File: config.mk
export PLATFORM = sky130hd
export DESIGN_NAME = rgbpi_or_tree
export DESIGN_NICKNAME = d
export VERILOG_FILES = /design/src/hw/rtl/rgbpi_pkg.sv /design/src/hw/rtl/rgbpi_or_tree.sv
export SDC_FILE = /design/constraint.sdc
export NUM_CORES = 1
export LEC_CHECK = 0
export BUFFER_PORTS_ARGS = -buffer_cell sky130_fd_sc_hd__buf_2
export CORE_MARGIN = 2
export CORE_UTILIZATION = 17
export CTS_CLUSTER_SIZE = 40
export DETAILED_ROUTE_END_ITERATION = 7
export GPL_TIMING_DRIVEN = 0
export PLACE_DENSITY = 0.78
export SLEW_MARGIN = 20
export SYNTH_ARGS = -nofsm -noshare
export SYNTH_HDL_FRONTEND = slang
export SYNTH_SLANG_ARGS = --single-unit
File: constraint.sdc
create_clock -name clk -period 0.8 [get_ports clk]
set_input_delay 0.16 -clock clk [delete_from_list [all_inputs] [get_ports clk]]
set_output_delay 0.16 -clock clk [all_outputs]
set_load 0.01 [all_outputs]
File: src/hw/rtl/rgbpi_pkg.sv
// Shared types and constants for the palette indexer.
// No dependencies; used by every module of the block.
`default_nettype none
package rgbpi_pkg;

	localparam int IDX_W   = 8;
	localparam int RGB_W   = 24;
	localparam int X_W     = 8;
	localparam int Y_W     = 10;
	localparam int ALPHA_W = 8;
	localparam int ADDR_W  = 18;
	localparam int WIDTH_W = 9;

	localparam int DEF_PALETTE_ENTRIES = 255;
	localparam int DEF_MAX_WIDTH       = 256;

	// leaves per first-level reduction group
	localparam int TREE_WAYS = 16;

	localparam logic [RGB_W-1:0] WHITE_RGB = 24'hFFFFFF;

	typedef enum logic [1:0] {
		ST_IDLE,
		ST_COMPARE,
		ST_REDUCE,
		ST_DECIDE
	} state_t;

	// broadcast from the sequencer to every cell of the row
	typedef struct packed {
		logic             shift_en;
		logic [IDX_W-1:0] used_cnt;
		logic [RGB_W-1:0] query;
	} cell_ctrl_t;

endpackage
`default_nettype wire

File: src/hw/rtl/rgbpi_or_tree.sv
// Registered OR reduction over one group of cell hit codes.
// Depends on rgbpi_pkg.
`default_nettype none
module rgbpi_or_tree #(
	parameter int LEAVES = rgbpi_pkg::TREE_WAYS
) (
	input  wire                                       clk,
	input  wire  [LEAVES-1:0][rgbpi_pkg::IDX_W-1:0]   leaf,
	output logic [rgbpi_pkg::IDX_W-1:0]               grp_out
);

	logic [rgbpi_pkg::IDX_W-1:0] acc;
	logic [rgbpi_pkg::IDX_W-1:0] grp_q;

	// independent OR across the group
	always_comb begin
		acc = '0;
		for (int k = 0; k < LEAVES; k++) begin
			acc = acc | leaf[k];
		end
	end

	always_ff @(posedge clk) begin
		grp_q <= acc;
	end

	assign grp_out = grp_q;

endmodule
`default_nettype wire

## Word-level counts from Yosys, hierarchy flattened

Cells that the tools add are included.

- Register bits: 8
- Bits of input ports: 129
- Output and inout bits: 8
- Logic and storage cells: 16

- Bitwise operators: 15

Operators with widths:

| cell | number |
|---|---|
| $or A8 B8 Y8 | 15 |

## Logic depth before layout (Yosys ltp)

- Depth in word-level cells: 15
- Gate-level depth with buffers: 2
- Mapped depth without buffers: 2

## Worst setup path after synthesis

No wires, ideal clock.

- Path kind: input-to-reg
- Start: in leaf[24] in the netlist's numbering
- End: reg grp_q (netlist bit grp_out[0])
- Setup time: 0.135 ns
- Arrival: 0.504 ns
- Data required time: 0.665 ns
- Slack: 0.161 ns
- Cell stages on the path: 2
- Path buffers: 0
- Path through: nor4_1 nand4_1

- Cells in the longest elaborated chain, start to end: 13

Ends and longest elaborated chain:

| item | line | source |
|---|---|---|
| start, declared | rgbpi_or_tree.sv:8 | `input wire [LEAVES-1:0][rgbpi_pkg::IDX_W-1:0] leaf,` |
| $or A8 B8 Y8 (13 in a row) | rgbpi_or_tree.sv:19 | `acc = acc \| leaf[k];` |
| named net acc (one bit) | rgbpi_or_tree.sv:12 | `logic [rgbpi_pkg::IDX_W-1:0] acc;` |
| end signal, assigned | rgbpi_or_tree.sv:24 | `grp_q <= acc;` |
| end, declared | rgbpi_or_tree.sv:13 | `logic [rgbpi_pkg::IDX_W-1:0] grp_q;` |

The timed path passes the listed nets, and every way through them passes these cells.

## Worst setup path in the final report

- Start: reg grp_q (netlist bit grp_out[4])
- End: out grp_out[4] in the netlist's numbering

RTL lines:

| item | line | source |
|---|---|---|
| end, declared | rgbpi_or_tree.sv:9 | `output logic [rgbpi_pkg::IDX_W-1:0] grp_out` |

No word-level cell between the ends.

==> metrics.log <==
[metrics] number of distinct library cells after synthesis: 3
[metrics] synth-to-layout area growth: 185%
[metrics] routed wire length on met3: around 400 um
[metrics] io pins: ~140
[metrics] cell with the largest stage delay on the worst path: sky130_fd_sc_hd__dfxtp_2
[metrics] top metal layer carrying routed signals: met4
[metrics] Finish-stage setup viols: 8
[metrics] initial cell density of the core: ~18%
[metrics] most common cell after layout, fill and taps aside: sky130_fd_sc_hd__buf_2
[metrics] fmax: roughly 1200 MHz
[metrics] worst endpoint data arrival time: ~0.68 ns
[metrics] maximum count of clock buffers along a single path: 2
[metrics] run status: finished, violations left
[metrics] Synth top area share: ~50%
[metrics] Total Routed Length: 2260 um
[metrics] global-route wire length before repair: about 3000 um
[metrics] synthesized area divided by synthesized cell count: around 8.5 um2
[metrics] worst slack at placement: -0.0340 ns
[metrics] Met2 Wirelength: ~1200 um
[metrics] delay contributed by the slowest stage of the critical path: approximately 0.32 ns
[metrics] layout cells sized above 1: between 70% and 80%
[metrics] worst hold slack after final layout: between 0.09 and 0.1 ns
[metrics] Pins Over Slew Limit: 0
[metrics] PortBufs: approximately 140
[metrics] total power draw: ~1000 uW
[metrics] cells along the critical path: buf_6
[metrics] number of storage elements in the synthesis netlist: 8
[metrics] Horiz. Die Dim: roughly 53 um
[metrics] flip-flop count of the largest register after layout: 8
[metrics] fin crit period: around 0.84 ns
[metrics] antenna violations before repair: 0
[metrics] violations in the final reports: negative setup slack
[metrics] placeable core area: approximately 0.0023 mm2
[metrics] drt initial violations: 0
[metrics] Routability Congestion: 0.712
[metrics] post-route insts no fill: between 200 and 250
[metrics] largest cells by area after synthesis: sky130_fd_sc_hd__nor4_1 49%, sky130_fd_sc_hd__dfxtp_1 39%, sky130_fd_sc_hd__nand4_1 12%
[metrics] area of the mapped netlist: 410 um2
[metrics] crit path launch: grp_out[4]
[metrics] data required time of the worst path: ~0.64 ns
[metrics] clock tree root driver cell: sky130_fd_sc_hd__clkbuf_4
[metrics] gate count after technology mapping: 48
[metrics] Worst-path clk slew: roughly 0.050 ns
[metrics] detailed-route wire length per cell: between 10 and 15 um
[metrics] Max Cap Violations: 0
[metrics] endpoint of the worst setup timing path: grp_out[4]
[metrics] worst min-delay path category: in -> reg
[metrics] startpoint type of the worst setup path: register
[metrics] clock tree sinks: 8
[metrics] critical path peak fanout: 1
[metrics] type of element capturing the critical path: output pin
[metrics] vias after detailed routing: 1012
[metrics] diode count: 0
[metrics] Yosys warning total: 0
[metrics] RSZ-0062 raised after global routing: true
[metrics] clock tree from TritonCTS: yes
[metrics] Worst Setup Slack, final: -0.0356 ns
[metrics] post-route met1 wirelength: around 600 um
[metrics] final antenna-violating net count: 0
[metrics] combined global-route utilization of all metal layers: between 10% and 20%
[metrics] count of endpoints failing hold in the final timing report: 0
[metrics] synthesized net count: 177
[metrics] portion of the post-synthesis area used by sequential elements: 39.0%
[metrics] P_leak: around 0.00063 uW
[metrics] kind of cell adding the most delay to the critical path: flip-flops
[metrics] largest net degree at the start of global routing: 5
[metrics] die height: around 53 um
[metrics] actual transition at the worst max-transition pin: between 0.2 and 0.3 ns
[metrics] total placed cells including tap cells: 212
[metrics] number of H-tree levels: 1
[metrics] row cnt: 17
[metrics] detailed placer's ending HPWL: around 2200 um
[metrics] worst vdd rail ir drop: approximately 0.72 mV
[metrics] Slew Limit Headroom: between 80 and 90%
[metrics] Post-route DRC: 0
[metrics] final layout net count: 318
[metrics] overall die area: roughly 0.0028 mm2
[metrics] Critical path buffers and inverters: 1
[metrics] highest-count cells in the layout ignoring fill and taps: 133 x sky130_fd_sc_hd__buf_2, 32 x sky130_fd_sc_hd__nor4_1, 8 x sky130_fd_sc_hd__nand4_1, 5 x sky130_fd_sc_hd__dfxtp_1
[metrics] DRT Pass-1 Iters: 1
[metrics] average vias per placed instance: ~4.7
[metrics] global-route congestion overflow total: 0
[metrics] critical setup path kind: reg -> out
[metrics] PwrDens: 877 mW/mm2
[metrics] total clock buffers created by CTS: 3
[metrics] fraction of the cycle the final worst path needs: 104%
[metrics] library cell with the largest summed area after synthesis: sky130_fd_sc_hd__nor4_1
[metrics] number of global-route vias before repair: roughly 840
[metrics] total stage count of the critical path: 1
==> tightest hold or removal path: stages <==
cell	delay, ns
sky130_fd_sc_hd__buf_2	0.07
sky130_fd_sc_hd__nor4_1	0.03
sky130_fd_sc_hd__nand4_1	0.05
==> worst min-delay path by stage <==
stage | startpoint | end | slack (ns) | depth (start not counted)
2_1_floorplan | leaf[120] | grp_out[0] | 0.26 | 2
3_3_place_gp | leaf[125] | grp_out[5] | 0.36 | 3
3_5_place_dp | leaf[125] | grp_out[5] | 0.36 | 3
4_1_cts | leaf[125] | grp_out[5] | 0.09 | 3
5_1_grt | leaf[122] | grp_out[2] | 0.1 | 3
6_report | leaf[125] | grp_out[5] | 0.1 | 3
==> kinds of logic (layout without fill, tap and decap cells) <==
family	Yosys count	in the layout	share of synthesized area (%)
buffers and inverters	0	139	0
flip-flops	8	8	39.0
AND/OR/NAND/NOR	40	40	61.0
==> stage by stage <==
stage                     TNS (ns)  util [%]  area (um2)
final                       -0.214      51.9        1170
after detailed placement    -0.102      49.9        1130
after floorplan                  0         -         410
after global placement      -0.156      49.9        1130
after CTS                   -0.381      51.3        1160
after global routing        -0.565      51.9        1170
==> metal layers <==
metal  up-vias  GRT usage [%]
met5         -              0
met3         2           7.91
met1       431           11.8
met2        75           30.6
met4         0           2.56
li1        504              -
==> cell usage after synthesis <==
| cell | n |
|---|---|
| sky130_fd_sc_hd__nor4_1 | 32 |
| sky130_fd_sc_hd__nand4_1 | 8 |
| sky130_fd_sc_hd__dfxtp_1 | 8 |
==> layout make-up <==
| class | count | area [um2] |
|---|---|---|
| clock buffers | 3 | 22.5 |
| fillers | 241 | 1080 |
| multi-input cells | 40 | 250 |
| flip-flops and latches | 8 | 164 |
| well taps | 28 | 35.0 |
| repair buffers | 136 | 699 |
==> report_power, final <==
| part | switching (uW) | internal, uW | total [uW] |
|---|---|---|---|
| clock network | 127 | 171 | 298 |
| registers | 0.00316 | 399 | 399 |
| logic | 95.6 | 235 | 330 |
==> timing repair <==
action	CTS	global route
buffers inserted	0	0
setup endpoints to repair	8	8
resized for setup	2	4
hold buffers	0	0
Power figures use the tool's default switching activity.
