$ cat config.mk
export PLATFORM = sky130hd
export DESIGN_NAME = rgbpi_cell
export DESIGN_NICKNAME = d
export VERILOG_FILES = /design/src/hw/rtl/rgbpi_pkg.sv /design/src/hw/rtl/rgbpi_cell.sv
export SDC_FILE = /design/constraint.sdc
export NUM_CORES = 1
export LEC_CHECK = 0
export BUFFER_PORTS_ARGS = -buffer_cell sky130_fd_sc_hd__buf_2
export CAP_MARGIN = 5
export CORE_AREA = 2 2 56 78
export DETAILED_ROUTE_END_ITERATION = 7
export DIE_AREA = 0 0 58 80
export SETUP_SLACK_MARGIN = 0.05
export SLEW_MARGIN = 10
export SYNTH_ARGS = -nofsm -noshare
export SYNTH_HDL_FRONTEND = slang
export SYNTH_SLANG_ARGS = --single-unit
$ cat constraint.sdc
create_clock -name clk -period 2.82 [get_ports clk]
set_clock_uncertainty 0.2 [all_clocks]
set_input_delay 0.141 -clock clk [delete_from_list [all_inputs] [get_ports clk]]
set_output_delay 0.141 -clock clk [all_outputs]
set_load 0.05 [all_outputs]
$ cat src/hw/rtl/rgbpi_pkg.sv
// Shared types and constants for the palette indexer.
// No dependencies; used by every module of the block.
`default_nettype none
package rgbpi_pkg;

	localparam int IDX_W   = 8;
	localparam int RGB_W   = 24;
	localparam int X_W     = 8;
	localparam int Y_W     = 10;
	localparam int ALPHA_W = 8;
	localparam int ADDR_W  = 18;
	localparam int WIDTH_W = 9;

	localparam int DEF_PALETTE_ENTRIES = 255;
	localparam int DEF_MAX_WIDTH       = 256;

	// leaves per first-level reduction group
	localparam int TREE_WAYS = 16;

	localparam logic [RGB_W-1:0] WHITE_RGB = 24'hFFFFFF;

	typedef enum logic [1:0] {
		ST_IDLE,
		ST_COMPARE,
		ST_REDUCE,
		ST_DECIDE
	} state_t;

	// broadcast from the sequencer to every cell of the row
	typedef struct packed {
		logic             shift_en;
		logic [IDX_W-1:0] used_cnt;
		logic [RGB_W-1:0] query;
	} cell_ctrl_t;

endpackage
`default_nettype wire

$ cat src/hw/rtl/rgbpi_cell.sv
// One palette cell: holds a color, shifts it to its neighbor on append,
// and compares it against the query. Depends on rgbpi_pkg.
`default_nettype none
module rgbpi_cell #(
	parameter int POS = 0
) (
	input  wire                               clk,
	input  rgbpi_pkg::cell_ctrl_t             ctrl,
	input  wire  [rgbpi_pkg::RGB_W-1:0]       color_in,
	output logic [rgbpi_pkg::RGB_W-1:0]       color_out,
	output logic [rgbpi_pkg::IDX_W-1:0]       hit_code
);

	localparam logic [rgbpi_pkg::IDX_W-1:0] MY_POS  = rgbpi_pkg::IDX_W'(POS);
	localparam logic [rgbpi_pkg::IDX_W-1:0] MY_CODE = rgbpi_pkg::IDX_W'(POS + 1);

	logic [rgbpi_pkg::RGB_W-1:0] color_q;
	logic [rgbpi_pkg::IDX_W-1:0] hit_q;
	logic                        in_use;

	// newest color enters cell 0, older ones move one place down the row
	always_ff @(posedge clk) begin
		if (ctrl.shift_en) begin
			color_q <= color_in;
		end
	end

	// cell holds a live entry only below the fill count
	assign in_use = (MY_POS < ctrl.used_cnt);

	// colors in the row are unique, so at most one cell reports a hit
	always_ff @(posedge clk) begin
		hit_q <= (in_use && (color_q == ctrl.query)) ? MY_CODE : '0;
	end

	assign color_out = color_q;
	assign hit_code  = hit_q;

endmodule
`default_nettype wire

# == Yosys cells after proc, flatten, opt, wreduce, memory -nomap -nowiden ==
# Cells that the tools add are included.
# word_totals
in_bits,58
reg_bits,25
latch_bits,0
mem_bits_rw,0
word_cells,6
rom_bits,0
n_memories,0
# op_classes
addsub,0
multipliers,0
n_bitwise,0
n_eq_ne,1
reduce_logical,1
n_lt_le_gt_ge,1
shifts,0
muxes,1
n_div,0
# op_table
cell,count
$eq 24x24->1,1
$lt 1x8->1 const A,1
$logic_and 1x1->1,1
$mux 1,1

# == Longest topological paths before layout ==
# Gate-level depths: netlist of run 1.
# logic_depth
ltp_word,3
depth_mapped,4
ltp_nobuf,4

# == Worst setup path after synthesis of run 1 ==
# Ideal clock, no wire load.
# synth_timing
path_type,reg-to-reg
start,"register color_q, in the netlist color_out[18]"
end,"register hit_q, in the netlist hit_code[0]"
path_slack_ps,1190
setup_ps,88
t_arrival_ps,1342
synth_period_minus_slack_ps,1630
path_stages_with_launch,5
n_path_buf,0
path_cell_list,edfxtp_1 -> xor2_1 -> nor4_2 -> nand4_1 -> nor4_2
# synth_via
elab_chain_cells,3
# synth_rtl
element,line_no,source
"start, declared",rgbpi_cell.sv:17,logic [rgbpi_pkg::RGB_W-1:0] color_q;
"start signal, assigned",rgbpi_cell.sv:24,color_q <= color_in;
$eq 24x24->1,rgbpi_cell.sv:33,hit_q <= (in_use && (color_q == ctrl.query)) ? MY_CODE : '0;
$logic_and 1x1->1,rgbpi_cell.sv:33,
$mux 1,rgbpi_cell.sv:33,
"end signal, assigned",rgbpi_cell.sv:33,
"end, declared",rgbpi_cell.sv:18,logic [rgbpi_pkg::IDX_W-1:0] hit_q;
# Every way passes these cells.
# A chain may end at the register's enable or synchronous reset.

# == Final worst setup path of run 1 ==
# layout_timing
start,"register color_q, in the netlist color_out[15]"
end,"register hit_q, in the netlist hit_code[0]"
# The elaborated chain is that of the path after synthesis.

==> metrics.csv, run 1 <==
metric;value;unit
dominant cells by area after synthesis;edfxtp_1 66%, xnor2_1 9.6%, xor2_1 9.6%, buf_4 4.8%, nor4_2 4.6%;
WP data arrival;1440;ps
Crit. End Element;register;
Reg2Reg Setup Slack;1360;ps
R2R Path Start;color_out[15];
Worst VDD drop;0.418;mV
CTS Buf Count;3;
Sw Pwr;293;uW
die height;80;microns
clock transition at the registers of the reported paths;90;ps
most frequent cell after synthesis;edfxtp_1;
Clock Latency Late Sink;260;ps
Max Cap Viol;0;
cell count after synthesis;68;
layout cell share with drive strength beyond 1;50.8;%
GPL Wtd Cong;0.680;
WHS Path Cells;4;
Slew headroom;66.0;%
clock root cell;clkbuf_8;
Max Root-Sink Buffers;2;
clock power share;22.2;%
CTS tree;built;
Most common cell on crit path;nor4_2;
largest area contributor in the netlist;edfxtp_1;
die width;58;microns
Combinational Power Share;28.2;%
Final Max Slew Viols;0;
drc violations;0;
cells resized by post-CTS repair;0;
Post-synth EDFFs;24;
Ports;90;
Syn-to-layout area delta;65.6;%
CP startpoint;color_out[15];
Synth Flop Type;edfxtp_1;
Yosys Warn Count;0;
CTS Sinks;25;
CP max-delay cell;edfxtp_1;
critical path, cell by cell;xor2_1, nor4_2, nand4_1, nor4_2;
core area;3920;sq um
Syn Std Cell Area;1100;sq um
critical hold path startpoint;ctrl[4];
internal power;630;uW
post-DP HPWL;1940;microns
Slew @ Worst Pin;510;ps
first-pass GRT wire length;4060;microns
gr usage total;11.4;%
Reg2Reg Depth;4;
Seq pwr share;49.6;%
min Tclk post-route;1460;ps
die area;4640;sq um
post-synth top area share;65.6;%
grt total ovfl;0;
vias in the first global route;1016;
Max stage delay on crit path;410;ps
final wirelength;2540;microns
Syn Area/Cell;16.2;sq um
Vias;915;
Lkg Pwr;0.000797;uW
fin crit share;51.9;%
Async SR Flop Fraction;0;%
largest net degree at the start of global routing;25;
sequential fraction of the synthesis area;67.4;%
Yosys cell types;10;
outcome;complete, no violations;
critical path peak fanout;2;
FMAX;683;MHz
Iteration-0 DRC Markers;14;
final layout net count;236;
H-tree lvl count;1;
worst hold path type;input port to register;
Final Hold Fails;0;
RSZ-0062 raised after global routing;false;
list of most frequent post-synthesis cells;24 x edfxtp_1, 12 x xnor2_1, 12 x xor2_1;
row count;27;
ANT nets after route;0;
Diodes inserted;0;
Final Setup Violations;0;
Sw Ratio;31.8;%
initial antenna violation count;0;
WHS;4.77;ps
DR WL/cell;11.6;microns
Port Buffers;82;
FF+latch count, synth;25;
Worst Path Required;2800;ps
setup TNS;0;ps
Post-Route Utilization;46.4;%
Pwr per Cell Area;508;nW/um^2
vias per cell;4.16;
DR pass1 iterations;2;
Worst Setup Path Type;register to register;
Initial Util;28.0;%
Startpoint Class;register;
-- routing by layer --
layer | GRT usage [%] | vias up | share of wire, %
met3 | 2.43 | 2 | 11
met2 | 22.2 | 64 | 55
li1 | - | 450 | -
met4 | 5.58 | 0 | 0.59
met1 | 10.9 | 399 | 33
met5 | 0 | - | 0
-- cells by family after synthesis --
group,Yosys count,share of synthesized area [%]
flip-flops,25,67.4
XOR/XNOR,24,19.1
AND/OR/NAND/NOR,11,8.31
buffers and inverters,7,4.78
other,1,0.341
-- area by class of cell --
class / count / area, sq um
Clock inverter: 1 / 5.00
Multi-Input combinational cell: 42 / 328
Tap cell: 43 / 53.8
Timing Repair Buffer: 106 / 651
Clock buffer: 3 / 41.3
Sequential cell: 25 / 741
Fill cell: 350 / 2100
-- registers in the layout, summed over array words and instances, names as in the netlist --
register / cells
color_out: 24
hit_code: 1
-- what timing repair did --
action | CTS | global route
hold buffers | 24 | 0
endpoints found under the hold margin | 24 | 0
buffers inserted | 0 | 0
-- through the flow --
step,setup slack [ps],cells,power [uW],area [sq um]
4_1_cts,1310,220,932,1820
3_3_place_gp,1400,192,699,1530
5_1_grt,1200,220,966,1820
2_1_floorplan,1190,74,630,1120
6_report,1360,220,924,1820
3_5_place_dp,1330,192,703,1530
-- critical path, delay by kind of cell (launching register included) --
family	cells	cell delay, ps
AND/OR/NAND/NOR	3	610
flip-flops	1	410
XOR/XNOR	1	170
-- placed cells by master, fill, tap and decap left out --
cell type and count:
dlygate4sd3_1 24, clkbuf_8 3, clkinv_2 1, xor2_1 12
nor4_2 4, nor4_1 2, dfxtp_1 1, nand4_1 4
conb_1 7, nand2_1 1, edfxtp_1 24, buf_2 82
xnor2_1 12
-- power groups by stage --
stage | logic, uW | registers, uW | clock network (uW)
2_1_floorplan | 67.4 | 562 | 0
3_3_place_gp | 235 | 465 | 0
3_5_place_dp | 237 | 466 | 0
4_1_cts | 262 | 458 | 212
5_1_grt | 277 | 462 | 227
6_report | 260 | 458 | 205
-- worst paths after layout --
| check | to |
|---|---|
| worst min-delay path | hit_code[0] |
| worst max-delay path | hit_code[0] |
| worst min register to register | hit_code[0] |
| worst max register to register | hit_code[0] |
(Power assumes the default switching activity.)
==> run 2: changes to the inputs <==
clock period = 1.3 ns   (was 2.82 ns; I/O delays follow)
==> metrics.csv, run 2 (synthesized netlist as in run 1, its figures left out) <==
metric;value;unit
outcome;finished, violations left;
violated checks;hold timing, setup timing;
Post-Route Utilization;49.1;%
Inst Count DP;194;
grt total ovfl;0;
Crit. End Element;register;
Final Setup Violations;1;
Iteration-0 DRC Markers;11;
CTS Sinks;25;
WHS;-66.6;ps
drc violations;0;
Worst VDD drop;0.788;mV
R2R Path Start;color_out[23];
final layout net count;244;
Syn-to-layout area delta;75.1;%
worst hold path type;input port to register;
Max Root-Sink Buffers;2;
DR WL/cell;12.0;microns
vias in the first global route;1068;
DP Worst Slack;-211;ps
critical path peak fanout;2;
Vias;942;
H-tree lvl count;1;
Startpoint Class;register;
most frequent cells in the layout;80 x buf_2, 29 x dlygate4sd3_1, 24 x edfxtp_1;
Max Cap Viol;0;
Reg2Reg Setup Slack;-190;ps
Initial Util;28.0;%
Worst Setup Path Type;register to register;
Diodes inserted;0;
Ports;90;
Port Buffers;82;
Area after DPL;1560;sq um
Pwr per Cell Area;1060;nW/um^2
ANT nets after route;0;
most common cell after layout, fill and taps aside;buf_2;
max reg flops;24;
FMAX;672;MHz
gr usage total;12.5;%
final setup margin;-187;ps
WP data arrival;1470;ps
clock root cell;clkbuf_8;
final wirelength;2730;microns
largest net degree at the start of global routing;25;
core area;3920;sq um
RSZ-0062 raised after global routing;true;
first-pass GRT wire length;4400;microns
row count;27;
layout cell share with drive strength beyond 1;49.7;%
fin crit share;114;%
Final Hold Fails;1;
setup TNS;-187;ps
final instance area;1920;sq um
CP startpoint;color_out[23];
GPL Wtd Cong;0.687;
Clock Latency Late Sink;260;ps
clock transition at the registers of the reported paths;80;ps
min Tclk post-route;1490;ps
Final Max Slew Viols;0;
Worst Path Required;1280;ps
die area;4640;sq um
die width;58;microns
vias per cell;4.13;
CTS tree;built;
fill count;335;
CTS Buf Count;3;
CTS Hold Bufs;29;
die height;80;microns
DR pass1 iterations;4;
post-DP HPWL;1950;microns
Lkg Pwr;0.000841;uW
initial antenna violation count;0;
critical hold path startpoint;ctrl[19];
Post-Layout Cell Count;228;
run 2: cell type report:
class	instances	area, sq um	area share, %
multi-input combinational	42	328	17.0
tap	43	53.8	2.80
sequential	25	741	38.5
timing repair buffer	114	756	39.3
clock buffer	4	45.0	2.34
run 2: metal layers:
metal	global-route usage (%)	wire length, microns	part of all wire (%)
met1	12.7	909	33
met2	23.4	1450	53
met3	3.24	316	12
met4	5.58	52	1.9
met5	0	0	0
run 2: per-stage QoR:
| stage | total power, uW | hold WS (ps) |
|---|---|---|
| 3_5_place_dp | 1540 | 43.1 |
| 6_report | 2040 | -66.6 |
| 4_1_cts | 2050 | -60.3 |
| 5_1_grt | 2130 | -49.4 |
| 2_1_floorplan | 1370 | -36.1 |
| 3_3_place_gp | 1530 | 41.0 |
run 2: critical path, stage by stage (launching register included):
cell and delay (ps):
edfxtp_1 420, xor2_1 180, nor4_2 310, nand4_1 160, nor4_2 140
run 2: path summary, 6_finish.rpt:
| path | to | cells past startpoint |
|---|---|---|
| setup reg to reg | hit_code[0] | 4 |
| hold reg to reg | hit_code[0] | 3 |
| hold / removal | hit_code[0] | 4 |
| setup / recovery | hit_code[0] | 4 |
run 2: what timing repair did:
item	CTS	global route
pin swaps	1	1
buffers inserted	1	2
endpoints found under the hold margin	25	1
resized for setup	3	3
setup endpoints to repair	2	2
run 2: where the power goes:
group | switching (uW) | internal [uW]
clock | 221 | 219
sequential | 41.0 | 952
combinational | 371 | 232
==> run 3: changes to the inputs <==
ABC_CLOCK_PERIOD_IN_PS = 1300   (was not set)
CORE_AREA = 2 2 52 73   (was 2 2 56 78)
DIE_AREA = 0 0 54 75   (was 0 0 58 80)
PLACE_DENSITY = 0.71   (was not set)
==> metrics.csv, run 3 (synthesized netlist as in run 1, its figures left out) <==
metric;value;unit
Syn-to-layout area delta;67.4;%
Diodes inserted;0;
FMAX;686;MHz
first-pass GRT wire length;4480;microns
final setup margin;-158;ps
Reg2Reg Depth;4;
clock root cell;clkbuf_8;
Lkg Pwr;0.000804;uW
RSZ-0062 raised after global routing;true;
met2 Resource Use GR;27.0;%
CTS Sinks;25;
hold endpoint;hit_code[0];
critical path, cell by cell;xor2_1, nor4_2, nand4_1, nor4_2;
most frequent cells in the layout;80 x buf_2, 26 x dlygate4sd3_1, 24 x edfxtp_1;
Final Max Slew Viols;0;
grt total ovfl;0;
Pwr per Cell Area;1100;nW/um^2
Worst VDD drop;0.839;mV
CTS Buf Count;3;
Iteration-0 DRC Markers;29;
largest net degree at the start of global routing;25;
Slew headroom;63.2;%
Slew @ Worst Pin;552;ps
die area;4050;sq um
ANT nets after route;0;
clock transition at the registers of the reported paths;80;ps
DR pass1 iterations;4;
Port Buffers;82;
CP max-delay cell;edfxtp_1;
final layout net count;238;
vias in the first global route;1069;
WP data arrival;1440;ps
Worst Setup Path Type;register to register;
WHS Path Cells;4;
drc violations;0;
Max Root-Sink Buffers;2;
vias per cell;4.37;
max reg flops;24;
core area;3380;sq um
Post-Route Utilization;54.4;%
most common cell after layout, fill and taps aside;buf_2;
fill count;276;
Worst Path Required;1280;ps
critical hold path startpoint;ctrl[16];
WP buf/inv;0;
gr usage total;15.8;%
CTS tree;built;
Startpoint Class;register;
Clock Latency Late Sink;260;ps
GPL Wtd Cong;0.664;
critical path peak fanout;2;
outcome;finished, violations left;
CP startpoint;color_out[9];
Reg2Reg Setup Slack;-160;ps
R2R Path Start;color_out[9];
met1 Use GR;17.6;%
Initial Util;32.5;%
setup TNS;-158;ps
violated checks;hold timing, setup timing;
Crit. End Element;register;
R2R Path End;hit_code[0];
Final Setup Violations;1;
Worst path top cell family by delay;simple AND/OR/NAND/NOR gates;
Final Hold Fails;1;
DP Worst Slack;-156;ps
WHS;-75.6;ps
final wirelength;2990;microns
initial antenna violation count;0;
die height;75;microns
Max Cap Viol;0;
Most common cell on crit path;nor4_2;
CTS Hold Bufs;26;
row count;25;
H-tree lvl count;1;
total chip power;2020;uW
die width;54;microns
Max stage delay on crit path;400;ps
layout cell share with drive strength beyond 1;49.7;%
fin crit share;112;%
GRT met3 Usage;3.77;%
Vias;958;
DR WL/cell;13.6;microns
gr busiest metal;met2;
min Tclk post-route;1460;ps
worst hold path type;input port to register;
Ports;90;
-- run 3: cell type report --
class	instances	area, sq um	share of cell area [%]
Sequential cell	25	741	40.3
Timing Repair Buffer	108	676	36.7
Multi-Input combinational cell	42	328	17.8
Tap cell	40	50.0	2.72
Clock buffer	4	45.0	2.45
-- run 3: timing repair --
item | CTS | global route
setup endpoints to repair | 1 | 3
gates resized for setup | 0 | 2
cloned | 0 | 0
pin swaps | 0 | 2
endpoints found under the hold margin | 25 | 1
setup buffers | 0 | 0
-- run 3: layer usage --
layer  wire length (microns)  vias to the layer above
li1                        -                      457
met1                     997                      410
met2                    1520                       82
met3                     373                        9
met4                     101                        0
met5                       0                        -
-- run 3: through the flow --
| step | instance area [sq um] | std cells |
|---|---|---|
| final | 1840 | 219 |
| after global placement | 1530 | 189 |
| after global routing | 1840 | 219 |
| after floorplan | 1120 | 74 |
| after CTS | 1830 | 219 |
| after detailed placement | 1530 | 189 |
-- run 3: worst min-delay path, cell delays in order --
cell	delay, ps
buf_2	80
xnor2_1	60
nand4_1	90
nor4_2	50
-- run 3: worst max path at each step --
stage                        to  slack [ps]  cells after the start
global route        hit_code[0]        -310                      4
finish              hit_code[0]        -160                      4
detailed placement  hit_code[0]        -160                      4
floorplan           hit_code[0]        -330                      4
global placement    hit_code[0]        -100                      4
CTS                 hit_code[0]        -170                      4
-- run 3: report_power, final --
group          leakage, uW  total, uW  internal (uW)  switching, uW
clock network    0.0000228        445            219            226
logic             0.000539        580            207            372
registers         0.000243        995            953           42.5
